--- config.mk ---
export PLATFORM = sky130hd
export DESIGN_NAME = video_frame_packetizer_unit
export DESIGN_NICKNAME = d
export VERILOG_FILES = /design/src/sv/vfp_pkg.sv /design/src/sv/vfp_core.sv /design/src/sv/vfp_out.sv /design/src/sv/video_frame_packetizer_unit.sv
export SDC_FILE = /design/constraint.sdc
export NUM_CORES = 1
export LEC_CHECK = 0
export CORE_MARGIN = 4
export CORE_UTILIZATION = 59
export DETAILED_ROUTE_END_ITERATION = 8
export DONT_BUFFER_PORTS = 1
export GPL_ROUTABILITY_DRIVEN = 0
export PLACE_DENSITY = 0.78
export SYNTH_ARGS = -nofsm -noshare
export SYNTH_HDL_FRONTEND = slang
export SYNTH_SLANG_ARGS = --single-unit
--- constraint.sdc ---
create_clock -name clock -period 4.9 [get_ports clock]
set_input_delay 0.98 -clock clock [delete_from_list [all_inputs] [get_ports clock]]
set_output_delay 0.98 -clock clock [all_outputs]
set_load 0.01 [all_outputs]
--- src/sv/vfp_pkg.sv ---
// shared types and constants of the video frame packetizer
`default_nettype none
package vfp_pkg;

   localparam int unsigned MAX_FRAME_BYTES = 65536;

   localparam int unsigned LEN_W = 17;
   localparam int unsigned PKT_CFG_W = 11;
   localparam int unsigned PAYLOAD_W = 10;
   localparam int unsigned BYTE_W = 8;

   localparam logic [PKT_CFG_W-1:0] PKT_BYTES_RESET = 11'd512;
   localparam logic [PKT_CFG_W-1:0] PKT_BYTES_MIN = 11'd3;
   localparam logic [PKT_CFG_W-1:0] PKT_BYTES_MAX = 11'd1024;
   localparam logic [PKT_CFG_W-1:0] HDR_LEN_WIDE = 11'd2;

   localparam logic [BYTE_W-1:0] HDR_LEN = 8'h02;
   localparam logic [BYTE_W-1:0] FID_MASK = 8'h01;
   localparam logic [BYTE_W-1:0] EOF_BIT = 8'h02;

   // output beat position within one item's results
   localparam logic [1:0] BEAT_HDR_LEN = 2'd0;
   localparam logic [1:0] BEAT_HDR_FLAGS = 2'd1;
   localparam logic [1:0] BEAT_DATA = 2'd2;

   typedef struct packed {
      logic load;
      logic has_header;
      logic [BYTE_W-1:0] flags;
      logic [BYTE_W-1:0] data;
      logic packet_end;
      logic frame_end;
   } bundle_type;

endpackage
`default_nettype wire

--- src/sv/vfp_core.sv ---
// frame and packet counters, header decision and packet size register
`default_nettype none
module vfp_core (
   input wire logic clock,
   input wire logic reset,
   input wire logic accept,
   input wire logic [vfp_pkg::BYTE_W-1:0] data_byte,
   input wire logic [vfp_pkg::LEN_W-1:0] frame_length,
   input wire logic csr_wr_en,
   input wire logic [vfp_pkg::PKT_CFG_W-1:0] csr_wr_data,
   output vfp_pkg::bundle_type bundle
);

   logic [vfp_pkg::PKT_CFG_W-1:0] packet_bytes_ff;
   logic frame_toggle_ff, frame_toggle_in;
   logic [vfp_pkg::LEN_W-1:0] sent_ff, sent_in;
   logic [vfp_pkg::PAYLOAD_W-1:0] bip_ff, bip_in;
   logic [vfp_pkg::LEN_W-1:0] latched_ff, latched_in;

   logic [vfp_pkg::PKT_CFG_W-1:0] pkt_clamped;
   logic [vfp_pkg::PKT_CFG_W-1:0] pl_wide;
   logic [vfp_pkg::PAYLOAD_W-1:0] pl;
   logic first;
   logic bad_len;
   logic [vfp_pkg::LEN_W-1:0] cur_len;
   logic [vfp_pkg::PAYLOAD_W-1:0] cur_bip;
   logic [vfp_pkg::LEN_W-1:0] remaining;
   logic [vfp_pkg::LEN_W-1:0] sent_next;
   logic [vfp_pkg::PAYLOAD_W-1:0] bip_next;
   logic hdr;
   logic eof;
   logic fe;
   logic pe;
   logic take;

   always_comb begin
      priority if (packet_bytes_ff < vfp_pkg::PKT_BYTES_MIN) begin
         pkt_clamped = vfp_pkg::PKT_BYTES_MIN;
      end else if (packet_bytes_ff > vfp_pkg::PKT_BYTES_MAX) begin
         pkt_clamped = vfp_pkg::PKT_BYTES_MAX;
      end else begin
         pkt_clamped = packet_bytes_ff;
      end
   end

   assign pl_wide = pkt_clamped - vfp_pkg::HDR_LEN_WIDE;
   assign pl = pl_wide[vfp_pkg::PAYLOAD_W-1:0];

   assign first = (sent_ff == '0);
   assign bad_len = first && ((frame_length == '0) ||
      ({15'd0, frame_length} > 32'(vfp_pkg::MAX_FRAME_BYTES)));
   assign cur_len = first ? frame_length : latched_ff;
   assign cur_bip = first ? '0 : bip_ff;
   assign hdr = (cur_bip == '0);
   assign remaining = cur_len - sent_ff;
   assign eof = (remaining <= {7'd0, pl});
   assign sent_next = sent_ff + 17'd1;
   assign bip_next = cur_bip + 10'd1;
   assign fe = (sent_next >= cur_len);
   assign pe = fe || (bip_next >= pl);
   assign take = accept && !bad_len;

   always_comb begin
      frame_toggle_in = frame_toggle_ff;
      sent_in = sent_ff;
      bip_in = bip_ff;
      latched_in = latched_ff;
      if (take) begin
         frame_toggle_in = frame_toggle_ff ^ fe;
         sent_in = fe ? '0 : sent_next;
         bip_in = pe ? '0 : bip_next;
         latched_in = fe ? '0 : cur_len;
      end
   end

   always_ff @(posedge clock) begin
      if (reset) begin
         packet_bytes_ff <= vfp_pkg::PKT_BYTES_RESET;
         frame_toggle_ff <= 1'b0;
         sent_ff <= '0;
         bip_ff <= '0;
         latched_ff <= '0;
      end else begin
         if (csr_wr_en) begin
            packet_bytes_ff <= csr_wr_data;
         end
         frame_toggle_ff <= frame_toggle_in;
         sent_ff <= sent_in;
         bip_ff <= bip_in;
         latched_ff <= latched_in;
      end
   end

   always_comb begin
      bundle.load = take;
      bundle.has_header = hdr;
      bundle.flags = (frame_toggle_ff ? vfp_pkg::FID_MASK : 8'h00) |
                     (eof ? vfp_pkg::EOF_BIT : 8'h00);
      bundle.data = data_byte;
      bundle.packet_end = pe;
      bundle.frame_end = fe;
   end

endmodule
`default_nettype wire

--- src/sv/vfp_out.sv ---
// result register that plays out header and payload bytes one per cycle unless rsp_stall holds them
`default_nettype none
module vfp_out (
   input wire logic clock,
   input wire logic reset,
   input wire vfp_pkg::bundle_type bundle,
   output logic free,
   output logic rsp_valid,
   input wire logic rsp_stall,
   output logic [vfp_pkg::BYTE_W-1:0] rsp_out_byte,
   output logic rsp_is_header,
   output logic rsp_packet_end,
   output logic rsp_frame_end
);

   logic valid_ff, valid_in;
   logic [1:0] beat_ff, beat_in;
   logic [vfp_pkg::BYTE_W-1:0] flags_ff;
   logic [vfp_pkg::BYTE_W-1:0] data_ff;
   logic pe_ff;
   logic fe_ff;
   logic taken;
   logic last;

   assign taken = valid_ff && !rsp_stall;
   assign last = (beat_ff == vfp_pkg::BEAT_DATA);
   assign free = !valid_ff || (taken && last);

   always_comb begin
      valid_in = valid_ff;
      beat_in = beat_ff;
      if (bundle.load) begin
         valid_in = 1'b1;
         beat_in = bundle.has_header ? vfp_pkg::BEAT_HDR_LEN : vfp_pkg::BEAT_DATA;
      end else if (taken) begin
         if (last) begin
            valid_in = 1'b0;
         end else begin
            beat_in = beat_ff + 2'd1;
         end
      end
   end

   always_ff @(posedge clock) begin
      if (reset) begin
         valid_ff <= 1'b0;
         beat_ff <= vfp_pkg::BEAT_DATA;
      end else begin
         valid_ff <= valid_in;
         beat_ff <= beat_in;
      end
   end

   always_ff @(posedge clock) begin
      if (bundle.load) begin
         flags_ff <= bundle.flags;
         data_ff <= bundle.data;
         pe_ff <= bundle.packet_end;
         fe_ff <= bundle.frame_end;
      end
   end

   assign rsp_valid = valid_ff;

   always_comb begin
      unique case (beat_ff)
         vfp_pkg::BEAT_HDR_LEN: begin
            rsp_out_byte = vfp_pkg::HDR_LEN;
            rsp_is_header = 1'b1;
            rsp_packet_end = 1'b0;
            rsp_frame_end = 1'b0;
         end
         vfp_pkg::BEAT_HDR_FLAGS: begin
            rsp_out_byte = flags_ff;
            rsp_is_header = 1'b1;
            rsp_packet_end = 1'b0;
            rsp_frame_end = 1'b0;
         end
         default: begin
            rsp_out_byte = data_ff;
            rsp_is_header = 1'b0;
            rsp_packet_end = pe_ff;
            rsp_frame_end = fe_ff;
         end
      endcase
   end

endmodule
`default_nettype wire

--- src/sv/video_frame_packetizer_unit.sv ---
// video frame packetizer top level: byte stream in, header plus payload packets out
//
//   channel  ports                                          direction
//   req      req_valid req_stall req_data_byte req_frame_length   in
//   rsp      rsp_valid rsp_stall rsp_out_byte rsp_is_header
//            rsp_packet_end rsp_frame_end                   out
//   csr      csr_wr_en csr_wr_data (packet size)            in
//
// a payload-only item yields its data byte; one that opens a packet yields header
// length, flags and data, from the result register one byte per cycle unless stalled.
// an item enters while the last byte of the previous one is taken.
// reset clears the counters, frame-id and result valid flag; packet size goes to 512.
// rsp_stall holds the current byte; req is stalled while an item is held, unless its last byte is taken.
`default_nettype none
module video_frame_packetizer_unit (
   input wire logic clock,
   input wire logic reset,
   input wire logic req_valid,
   output logic req_stall,
   input wire logic [vfp_pkg::BYTE_W-1:0] req_data_byte,
   input wire logic [vfp_pkg::LEN_W-1:0] req_frame_length,
   output logic rsp_valid,
   input wire logic rsp_stall,
   output logic [vfp_pkg::BYTE_W-1:0] rsp_out_byte,
   output logic rsp_is_header,
   output logic rsp_packet_end,
   output logic rsp_frame_end,
   input wire logic csr_wr_en,
   input wire logic [vfp_pkg::PKT_CFG_W-1:0] csr_wr_data
);

   vfp_pkg::bundle_type bundle;
   logic free;
   logic accept;

   assign req_stall = !free;
   assign accept = req_valid && free;

   vfp_core u_core (
      .clock(clock),
      .reset(reset),
      .accept(accept),
      .data_byte(req_data_byte),
      .frame_length(req_frame_length),
      .csr_wr_en(csr_wr_en),
      .csr_wr_data(csr_wr_data),
      .bundle(bundle)
   );

   vfp_out u_out (
      .clock(clock),
      .reset(reset),
      .bundle(bundle),
      .free(free),
      .rsp_valid(rsp_valid),
      .rsp_stall(rsp_stall),
      .rsp_out_byte(rsp_out_byte),
      .rsp_is_header(rsp_is_header),
      .rsp_packet_end(rsp_packet_end),
      .rsp_frame_end(rsp_frame_end)
   );

endmodule
`default_nettype wire
==> run metrics, run 1 <==
Ant. Diodes=0; setup_tns=0 ns; Post-DRT Antenna Nets=0; Die ar.=11000 um^2; worst clock skew=0.00932 ns; Crit. End Element=flop; DR iter-0 viols=416; worst path cell trace=inv_2 -> ha_1 -> nor4b_4 -> and4_1 -> nand2_1 -> nand2_1 -> inv_1 -> ha_1 -> inv_1 -> fa_2 -> a211oi_2 -> nor2_1 -> o21a_1 -> nor2_1 -> xnor2_1 -> ha_1 -> a21o_1 -> a21o_1 -> a2111oi_2 -> a21oi_1 -> nor4_1 -> nand4_1 -> nor3_1; Lkg Pwr=2.53 nW; CP arrival=4.82 ns; Setup CP Type=reg2reg; fin crit period=4.62 ns; vias per cell=6.29; unrepaired setup endpoints after global routing=no; slowest stage delay, CP=0.43 ns; gr usage total=25.6%; number of enable flip-flop cells after synthesis=12; sequential share of the synthesized area=28.0%; VDD IR max=0.189 mV; share of the synthesized area in the top cell type=21.4%; MaxCap Viol Count=0; number of fill cells=754; Buffers on Ports=0; design area=5820 um^2; clock root cell=clkbuf_8; status=finished, final reports clean; hold crit path type=reg2reg; IO Pins=54; average size of a mapped cell=8.22 um^2; Slew HR=41.1%; Sinks on Clock Net=71; CTS tree=done; Top cell by count, worst path=ha_1; met3 Use GR=6.67%; Wirelength per Cell=18.1 um; Nets=766; placed cell areas=5580 um^2; FMAX=0.217 GHz; antenna violations before repair=0; Initial Utilization=60.2%; Num CTS Buffers=9; Setup Viol. Count Final=0; max-slew violations=0; Worst Setup Start Kind=flop; Die Width=105 um; largest area contributor in the netlist=dfxtp_1; Yosys warning total=0; Post-Syn Instances=671; final worst path period share=94.2%; final hold vios=0; fraction of layout cells with a size suffix above 1=6.89%; main area contributors after synthesis=dfxtp_1, ha_1, edfxtp_1; Synth Flop Type=dfxtp_1; chip height=105 um; met1 Usage GRT=34.5%; total number of vias=4897; Longest Clk Path Bufs=2; syn_nets=774; vias in the first global route=4654; Synth async-reset ratio=0%; final WL=14100 um; CTS H-tree depth=3; crit path max fanout=6; core area=9150 um^2; CP Data Required Time=5.10 ns; num rows=35; post-synthesis cell type count=66; DRT Pass-1 Iters=5; area grow syn2layout=5.56%; clock insertion delay at the later pin of the skew report=0.36 ns; wire length of the first global-routing pass=22900 um; largest net degree at the start of global routing=51; GRT overflow=0; DRC=0; most heavily used metal layer in global routing=met2; Setup Fix Bufs, Post-CTS=0; Power Dens Cells=292 nW/um^2; Clk pin slew, worst setup/hold paths=0.08 ns; worst-margin pin slew=0.881 ns; flops & latches, synth=71; Slowest cell on crit path=dfxtp_1; mapped cell area=5510 um^2; M2 GR Usage=40.1%; hpwl dp=10700 um
==> cell usage in the layout (no fill, tap or decap), types with 3 or more instances in the layout <==
cell type and n:
clkbuf_8 10, a211o_1 3, or4_1 3, a211oi_1 4, nor4_4 3, inv_1 45
nor2_1 73, nor4_1 16, o21a_1 6, clkbuf_1 3, o31ai_1 8, a22oi_1 17
and4_1 3, mux2i_1 13, nand2b_1 8, a31oi_1 3, nor3b_1 4, and3_1 5
a22o_1 11, nand2_1 80, nor2b_1 8, or3_1 7, o32ai_1 3, o21ai_0 19
xnor2_1 33, xor2_1 15, a21o_1 12, dfxtp_1 59, edfxtp_1 12, a21oi_1 31
o211ai_1 4, and2_1 10, nor3_1 7, nand4_1 10, nand3_1 17, ha_1 61
buf_4 6
==> Yosys cell counts (all sizes together), types with 3 or more instances <==
cell type,count
nor2,75
a31oi,3
edfxtp,12
o32ai,3
a21oi,31
nand2,80
and4,3
and2,10
xnor2,33
a22o,11
nor3b,5
nor3,8
clkbuf,12
mux2i,14
a22oi,17
nand3,19
or3,7
a21o,12
dfxtp,59
o21a,6
ha,61
a211o,3
o21ai,19
a211oi,5
nand2b,8
xor2,15
and3,7
buf,14
or4,3
nor4,21
nand4,12
o31ai,8
inv,47
o211ai,5
nor2b,8
or2,3
==> worst max-delay path: cells and delay by family, from the launching register on <==
kind | cells | cell delay [ns]
AOI/OAI and AO/OA | 6 | 1.35
xor gates and xnor gates | 1 | 0.14
adders and majority gates | 4 | 1.01
buffers and inverters | 3 | 0.21
DFF | 1 | 0.43
and+or+nand+nor | 9 | 1.32
==> cell type report <==
| type | count | area (um^2) | area share [%] |
|---|---|---|---|
| Clock inverter | 1 | 7.51 | 0.129 |
| Timing Repair Buffer | 7 | 56.3 | 0.968 |
| Inverter | 47 | 176 | 3.03 |
| Clock buffer | 15 | 199 | 3.42 |
| Multi-Input combinational cell | 527 | 3700 | 63.6 |
| Sequential cell | 71 | 1540 | 26.5 |
| Tap cell | 111 | 139 | 2.39 |
==> through the flow <==
stage	util (%)	instances	worst slack, ns	hold slack, ns	total power (W)
after detailed placement	61.0	763	0.0883	0.453	0.00120
after global placement	61.0	763	0.363	0.441	0.00117
after floorplan	-	671	0.393	0.429	0.00108
after global routing	63.6	779	0.0210	0.480	0.00180
final	63.6	779	0.283	0.480	0.00170
after CTS	63.2	779	0.0456	0.472	0.00168
==> path summary, 6_finish.rpt <==
kind	start	end	slack, ns	cells after the start
max	u_core.sent_ff[1]$_SDFFE_PP0P_	u_out.flags_ff[1]$_DFFE_PP_	0.28	23
min	u_core.frame_toggle_ff$_SDFFE_PP0P_	u_out.flags_ff[0]$_DFFE_PP_	0.48	0
max reg2reg	u_core.sent_ff[1]$_SDFFE_PP0P_	u_out.flags_ff[1]$_DFFE_PP_	0.28	23
min reg2reg	u_core.frame_toggle_ff$_SDFFE_PP0P_	u_out.flags_ff[0]$_DFFE_PP_	0.48	0
==> sequential cells by signal, summed over array words and instances (netlist names), 2 cells and up <==
signal	flops
u_core.bip_ff	10
u_core.latched_ff	17
u_core.packet_bytes_ff	11
u_core.sent_ff	17
u_out.beat_ff	2
u_out.data_ff	8
u_out.flags_ff	2
==> report_power, final <==
part | total, W | internal, W | switching, W
Sequential | 0.000642 | 0.000622 | 0.0000204
Combinational | 0.000570 | 0.000228 | 0.000342
Clock | 0.000489 | 0.000261 | 0.000228
Total | 0.00170 | 0.00111 | 0.000590
==> metal layers <==
metal  share of wire, %  vias up
met5                  0        -
met4                2.3        0
met3                9.3       39
met2                 44      184
met1                 44     2298
li1                   -     2376
==> cell families (layout without fill, tap and decap cells) <==
| group | after synthesis | in the layout | share of synthesized area, % |
|---|---|---|---|
| muxes | 14 | 14 | 2.77 |
| DFF | 71 | 71 | 28.0 |
| adders and majority gates | 62 | 62 | 14.2 |
| and+or+nand+nor | 270 | 270 | 25.5 |
| xor gates and xnor gates | 48 | 48 | 7.63 |
| AOI/OAI and AO/OA | 133 | 133 | 16.5 |
| buffers and inverters | 73 | 70 | 5.45 |
==> what timing repair did <==
item / CTS / global route
endpoints found under the setup margin: 0 / 1
resized for setup: 0 / 8
hold buffers: 0 / 0
Note: power is estimated with default switching activity, not from simulation.
==> run 2: changes to the inputs <==
CORE_UTILIZATION = 60   (was 59)
PLACE_DENSITY = 0.76   (was 0.78)
SYNTH_HIERARCHICAL = 1   (was not set)
clock period = 4.45 ns   (was 4.9 ns; I/O delays follow)
==> run 2 against run 1 <==
- sequential share of layout area down 0.79 points
- synthesized cell count is 3.7% higher
- non-clock buffer count grew 61
- first-iteration DRC count shrank 13%
- register-to-register slack got worse by 0.33 ns
- cell count is 11% higher
- worst hold slack lost 0.031 ns
- via count grew 8.7%
- the flow now finishes with violations (negative setup slack)
- critical path depth shrank 1
- clock power fell by 4%
- sequential cell count increased by 6
- combinational power is 62% higher
- critical path type unchanged
==> run metrics, run 2 <==
IO Pins=54; Setup Viol. Count Final=1; number of fill cells=782; gr usage total=26.7%; Final WS setup=-0.0438 ns; final hold vios=0; Lkg Pwr=2.90 nW; DRC=0; Setup CP Type=reg2reg; Longest Clk Path Bufs=2; Commonest cells post-synth=ha_1, dfxtp_1, nand2_1; status=finished, violations left; commonest cells after routing, fill and taps aside=buf_4, dfxtp_1, ha_1, nand2_1, inv_1; top flop regs=u_core/latched_ff: 17 flops, u_core/sent_ff: 17 flops, u_core/packet_bytes_ff: 11 flops; Num CTS Buffers=9; Critical Path Start=u_core/sent_ff[1]$_SDFFE_PP0P_; hold wc startpoint=u_core/latched_ff[7]$_SDFFE_PP0P_; fin crit period=4.49 ns; antenna violations before repair=0; placed cell areas=6400 um^2; MaxCap Viol Count=0; core area=9730 um^2; worst clock skew=0.0128 ns; Crit. End Element=flop; GRT overflow=0; largest net degree at the start of global routing=58; hpwl dp=11400 um; final worst path period share=101%; most heavily used metal layer in global routing=met2; VDD IR max=0.244 mV; main area contributors after synthesis=dfxtp_1, ha_1, edfxtp_1; clock insertion delay at the later pin of the skew report=0.39 ns; CP Data Required Time=4.66 ns; Wirelength per Cell=17.5 um; num rows=36; share of the synthesized area in the top cell type=19.8%; Ant. Diodes=0; Slew HR=55.2%; vias in the first global route=5172; worst path cell trace=inv_2 -> ha_4 -> nor4b_4 -> and4_4 -> buf_6 -> mux2i_2 -> inv_1 -> ha_1 -> nor2b_1 -> o31ai_2 -> a21oi_2 -> a21o_1 -> a21oi_2 -> xnor2_1 -> ha_2 -> or4_4 -> a221oi_2 -> o21ai_1 -> o311ai_2 -> nand4_1 -> or3_4 -> nor4_4; largest area contributor in the netlist=dfxtp_1; Synth async-reset ratio=0%; Die Width=108 um; flops & latches, synth=77; Worst Setup Start Kind=flop; wire length of the first global-routing pass=24600 um; Util after Layout=69.0%; final WL=15200 um; DR iter-0 viols=363; Clk pin slew, worst setup/hold paths=0.08 ns; total number of vias=5322; mapped cell area=5960 um^2; average size of a mapped cell=8.56 um^2; fraction of layout cells with a size suffix above 1=17.6%; Die ar.=11600 um^2; Nets=832; crit path max fanout=4; FMAX=0.223 GHz; DRT Pass-1 Iters=5; Post-Syn Instances=696; Power Dens Cells=324 nW/um^2; post-synthesis cell type count=73; clock root cell=clkbuf_8; Top cell by count, worst path=a21oi_2; Post-DRT Antenna Nets=0; met1 Usage GRT=34.1%; Hold Slack=0.449 ns; Yosys warning total=6; Buffers on Ports=0; worst-margin pin slew=0.671 ns; Initial Utilization=61.2%; hold crit path type=reg2reg; CP arrival=4.71 ns; most common cell after layout, fill and taps aside=buf_4; Slowest cell on crit path=or4_4; unrepaired setup endpoints after global routing=yes; Power, Total=0.00218 W; number of enable flip-flop cells after synthesis=18; worst reg2reg startpoint=u_core/sent_ff[1]$_SDFFE_PP0P_; slowest stage delay, CP=0.47 ns; met3 Use GR=6.66%; Sinks on Clock Net=77; failing checks=negative setup slack; vias per cell=6.14; sequential share of the synthesized area=28.9%; chip height=108 um; CTS tree=done; CTS H-tree depth=3; Synth Flop Type=dfxtp_1; most frequent cell after synthesis=ha_1; max-slew violations=0; design area=6710 um^2; cts hold-fix bufs=0; area grow syn2layout=12.7%; M2 GR Usage=43.8%
run 2: cell types whose count changed in the layout (fill, tap and decap cells not counted), sizes merged, moves of 8 or more:
cell,previous run,this run
buf,7,68
or3,7,21
mux2i,14,28
xnor2,33,24
nor2,75,43
nand2b,8,16
o21ai,19,32
nand2,80,50
a22oi,17,1
run 2: cells by family after synthesis:
kind of cell | Yosys count | synth area share, %
and+or+nand+nor | 227 | 20.4
adders and majority gates | 62 | 13.2
muxes | 28 | 4.71
xor gates and xnor gates | 40 | 5.88
buffers and inverters | 99 | 8.24
other | 1 | 0.0630
DFF | 77 | 28.9
AOI/OAI and AO/OA | 162 | 18.6
run 2: report_power, final:
part,leakage (nW),internal [W],switching [W]
Sequential,0.652,0.000759,0.0000257
Combinational,2.17,0.000422,0.000499
Clock,0.0808,0.000198,0.000272
Total,2.90,0.00138,0.000797
run 2: worst paths after layout:
path                                                          end  slack (ns)  cells after the start
worst max-delay path                  u_out/flags_ff[1]$_DFFE_PP_       -0.04                     22
worst min-delay path            u_core/latched_ff[7]$_SDFFE_PP0P_        0.45                      2
worst min register to register  u_core/latched_ff[7]$_SDFFE_PP0P_        0.45                      2
worst max register to register        u_out/flags_ff[1]$_DFFE_PP_       -0.04                     22
run 2: layout make-up:
| cell class | instances | area, um^2 | share of cell area, % |
|---|---|---|---|
| Timing Repair Buffer | 68 | 522 | 7.78 |
| Clock buffer | 9 | 124 | 1.85 |
| Inverter | 48 | 180 | 2.69 |
| Multi-Input combinational cell | 525 | 3950 | 58.9 |
| Tap cell | 133 | 166 | 2.48 |
| Clock inverter | 7 | 42.5 | 0.634 |
| Sequential cell | 77 | 1720 | 25.7 |
run 2: worst max-delay path, delay by kind of cell (launching register included):
| kind | cells | cell delay, ns |
|---|---|---|
| mux | 1 | 0.22 |
| xor+xnor | 1 | 0.08 |
| simple gates | 7 | 1.80 |
| flops | 1 | 0.33 |
| fa+ha+maj | 3 | 0.55 |
| buf+inv | 3 | 0.28 |
| compound gates | 7 | 1.07 |
run 2: repair_timing:
action                     CTS  global route
setup endpoints to repair    1             1
pin swaps                    7             5
setup buffers                2             3
cloned                       0             0
resized for setup            8            11
run 2: through the flow:
stage | instances | setup WS [ns] | setup TNS (ns)
floorplan | 701 | -0.142 | -0.142
global placement | 846 | -0.0428 | -0.0428
detailed placement | 846 | -0.207 | -0.207
CTS | 864 | 0.000596 | 0
global route | 867 | -0.319 | -0.319
finish | 867 | -0.0438 | -0.0438
run 2: routing by layer:
layer	routed length (um)	vias to the layer above
met5	0	-
met4	395	0
met3	1000	39
met2	7300	180
met1	6460	2524
li1	-	2579
==> run 3: changes to the inputs <==
CTS_BUF_LIST = sky130_fd_sc_hd__clkbuf_16   (was not set)
==> run 3 against run 2 <==
- the run still ends with negative setup slack left
- sequential cell count unchanged
- setup slack improved by 0.011 ns
- via count is 1.4% higher
- design area increased by 1.6%
- first-iteration DRC count rose by 14%
- critical path depth is the same
- clock-buffer cell count unchanged
- sequential share of layout area fell by 0.40 points
- clock power up 44%
- combinational power grew 0.4%
==> run metrics, run 3 (synthesized netlist as in run 2, its figures left out) <==
status=finished, violations left; failing checks=negative setup slack; Setup Viol. Count Final=1; FMAX=0.223 GHz; slowest stage delay, CP=0.47 ns; Endpoint, Worst Hold=u_core/latched_ff[7]$_SDFFE_PP0P_; clock insertion delay at the later pin of the skew report=0.36 ns; total number of vias=5394; area grow syn2layout=14.5%; DP Worst Slack=-0.207 ns; Longest Clk Path Bufs=2; Seq. cell area=1720 um^2; GRT overflow=0; fin crit period=4.48 ns; vias in the first global route=5154; Post-DRT Antenna Nets=0; hold wc startpoint=u_core/latched_ff[7]$_SDFFE_PP0P_; Slowest cell on crit path=or4_4; Buffers on Ports=0; antenna violations before repair=0; logic gate share of total power=38.8%; final worst path period share=101%; most common cell after layout, fill and taps aside=buf_4; Sw Ratio=34.8%; DRT Pass-1 Iters=6; Die ar.=11600 um^2; CP arrival=4.67 ns; unrepaired setup endpoints after global routing=yes; Ant. Diodes=0; Multi-input gate area=3960 um^2; hpwl dp=11400 um; Power Dens Cells=350 nW/um^2; cell-internal power=0.00155 W; vias per cell=6.22; final WL=15400 um; worst path cell trace=inv_2 -> ha_4 -> nor4b_4 -> and4_4 -> buf_6 -> mux2i_2 -> inv_1 -> ha_1 -> nor2b_1 -> o31ai_2 -> a21oi_2 -> a21o_1 -> a21oi_2 -> xnor2_1 -> ha_2 -> or4_4 -> a221oi_2 -> o21ai_1 -> o311ai_2 -> nand4_1 -> or3_4 -> nor4_4; Initial Utilization=61.2%; num rows=36; Worst R2R Setup Slack=-0.03 ns; Slew HR=55.2%; clock root cell=clkbuf_16; cts hold-fix bufs=0; Lkg Pwr=2.95 nW; wire length of the first global-routing pass=24900 um; Clock power frac=28.2%; crit path max fanout=4; commonest cells after routing, fill and taps aside=buf_4, dfxtp_1, ha_1, nand2_1, inv_1; number of fill cells=763; Worst Setup Start Kind=flop; worst reg2reg startpoint=u_core/sent_ff[1]$_SDFFE_PP0P_; top flop regs=u_core/latched_ff: 17 flops, u_core/sent_ff: 17 flops, u_core/packet_bytes_ff: 11 flops; CP Data Required Time=4.63 ns; WP buf/inv=3; worst clock skew=0.00842 ns; hold path depth=2; Setup CP Type=reg2reg; Final WS setup=-0.0324 ns; core area=9730 um^2; worst reg-to-reg path cell count=22; Crit. End Element=flop; chip height=108 um; MaxCap Viol Count=0; Clk pin slew, worst setup/hold paths=0.06 ns; Switching Power=0.000831 W; sequential share of power=33.0%; hold crit path type=reg2reg; gr usage total=27.1%; Power, Total=0.00239 W; Nets=832; worst-margin pin slew=0.671 ns; max-slew violations=0; Wirelength per Cell=17.7 um; IO Pins=54; final hold vios=0; Top cell by count, worst path=a21oi_2; largest net degree at the start of global routing=58; fraction of layout cells with a size suffix above 1=17.7%; DRC=0; VDD IR max=0.287 mV; Worst path top cell family by delay=simple AND/OR/NAND/NOR gates; Num CTS Buffers=9; Die Width=108 um; CTS tree=done; CTS H-tree depth=3; FF-to-FF End=u_out/flags_ff[1]$_DFFE_PP_; Sinks on Clock Net=77; DR iter-0 viols=414
## run 3: cell counts in the layout (fill, tap and decap cells not counted)
Identical to the previous run, type by type.
## run 3: final cells by class
class	instances	area share (%)
well taps	133	2.44
clock inverters	7	0.624
flip-flops and latches	77	25.3
repair buffers	68	7.65
clock buffers	9	3.30
multi-input cells	525	58.0
inverters	48	2.64
## run 3: tightest hold or removal path: stages (launching register included)
cell and delay, ns:
dfxtp_1 0.30, nand2_1 0.05, a21oi_1 0.05
## run 3: how the worst max path moves through the flow
stage | from | endpoint | slack [ns] | cells after the start
after floorplan | u_core/sent_ff[1]$_SDFFE_PP0P_ | u_out/flags_ff[1]$_DFFE_PP_ | -0.14 | 22
after global routing | u_core/sent_ff[1]$_SDFFE_PP0P_ | u_out/flags_ff[1]$_DFFE_PP_ | -0.31 | 22
after CTS | u_core/sent_ff[12]$_SDFFE_PP0P_ | u_out/flags_ff[1]$_DFFE_PP_ | 0.01 | 18
after global placement | u_core/sent_ff[15]$_SDFFE_PP0P_ | u_out/flags_ff[1]$_DFFE_PP_ | -0.04 | 20
after detailed placement | u_core/sent_ff[15]$_SDFFE_PP0P_ | u_out/flags_ff[1]$_DFFE_PP_ | -0.21 | 20
final | u_core/sent_ff[1]$_SDFFE_PP0P_ | u_out/flags_ff[1]$_DFFE_PP_ | -0.03 | 22
## run 3: through the flow
| step | instances | utilization [%] | area (um^2) | setup TNS [ns] | hold slack, ns |
|---|---|---|---|---|---|
| global route | 867 | 70.1 | 6820 | -0.312 | 0.472 |
| global placement | 846 | 65.8 | 6400 | -0.0428 | 0.432 |
| floorplan | 701 | - | 6090 | -0.142 | 0.431 |
| finish | 867 | 70.1 | 6820 | -0.0324 | 0.446 |
| CTS | 864 | 69.1 | 6720 | 0 | 0.447 |
| detailed placement | 846 | 65.8 | 6400 | -0.207 | 0.439 |
## run 3: layer usage
metal | vias to the layer above | global-route usage, % | wire (um)
met5 | - | 0 | 0
met4 | 0 | 9.29 | 386
met3 | 42 | 7.02 | 1090
met2 | 210 | 45.0 | 7370
met1 | 2561 | 34.2 | 6500
li1 | 2581 | - | -
## run 3: power groups by stage
stage          combinational [W]  clock, W  sequential (W)
3_3_place_gp            0.000812         0        0.000798
2_1_floorplan           0.000632         0        0.000794
4_1_cts                 0.000873  0.000685        0.000785
6_report                0.000925  0.000674        0.000786
3_5_place_dp            0.000846         0        0.000800
5_1_grt                  0.00102  0.000715        0.000791
## run 3: repair_timing
action | in CTS | in global routing
pin swaps | 7 | 5
setup endpoints to repair | 1 | 1
setup buffers | 2 | 3
gates resized for setup | 8 | 12
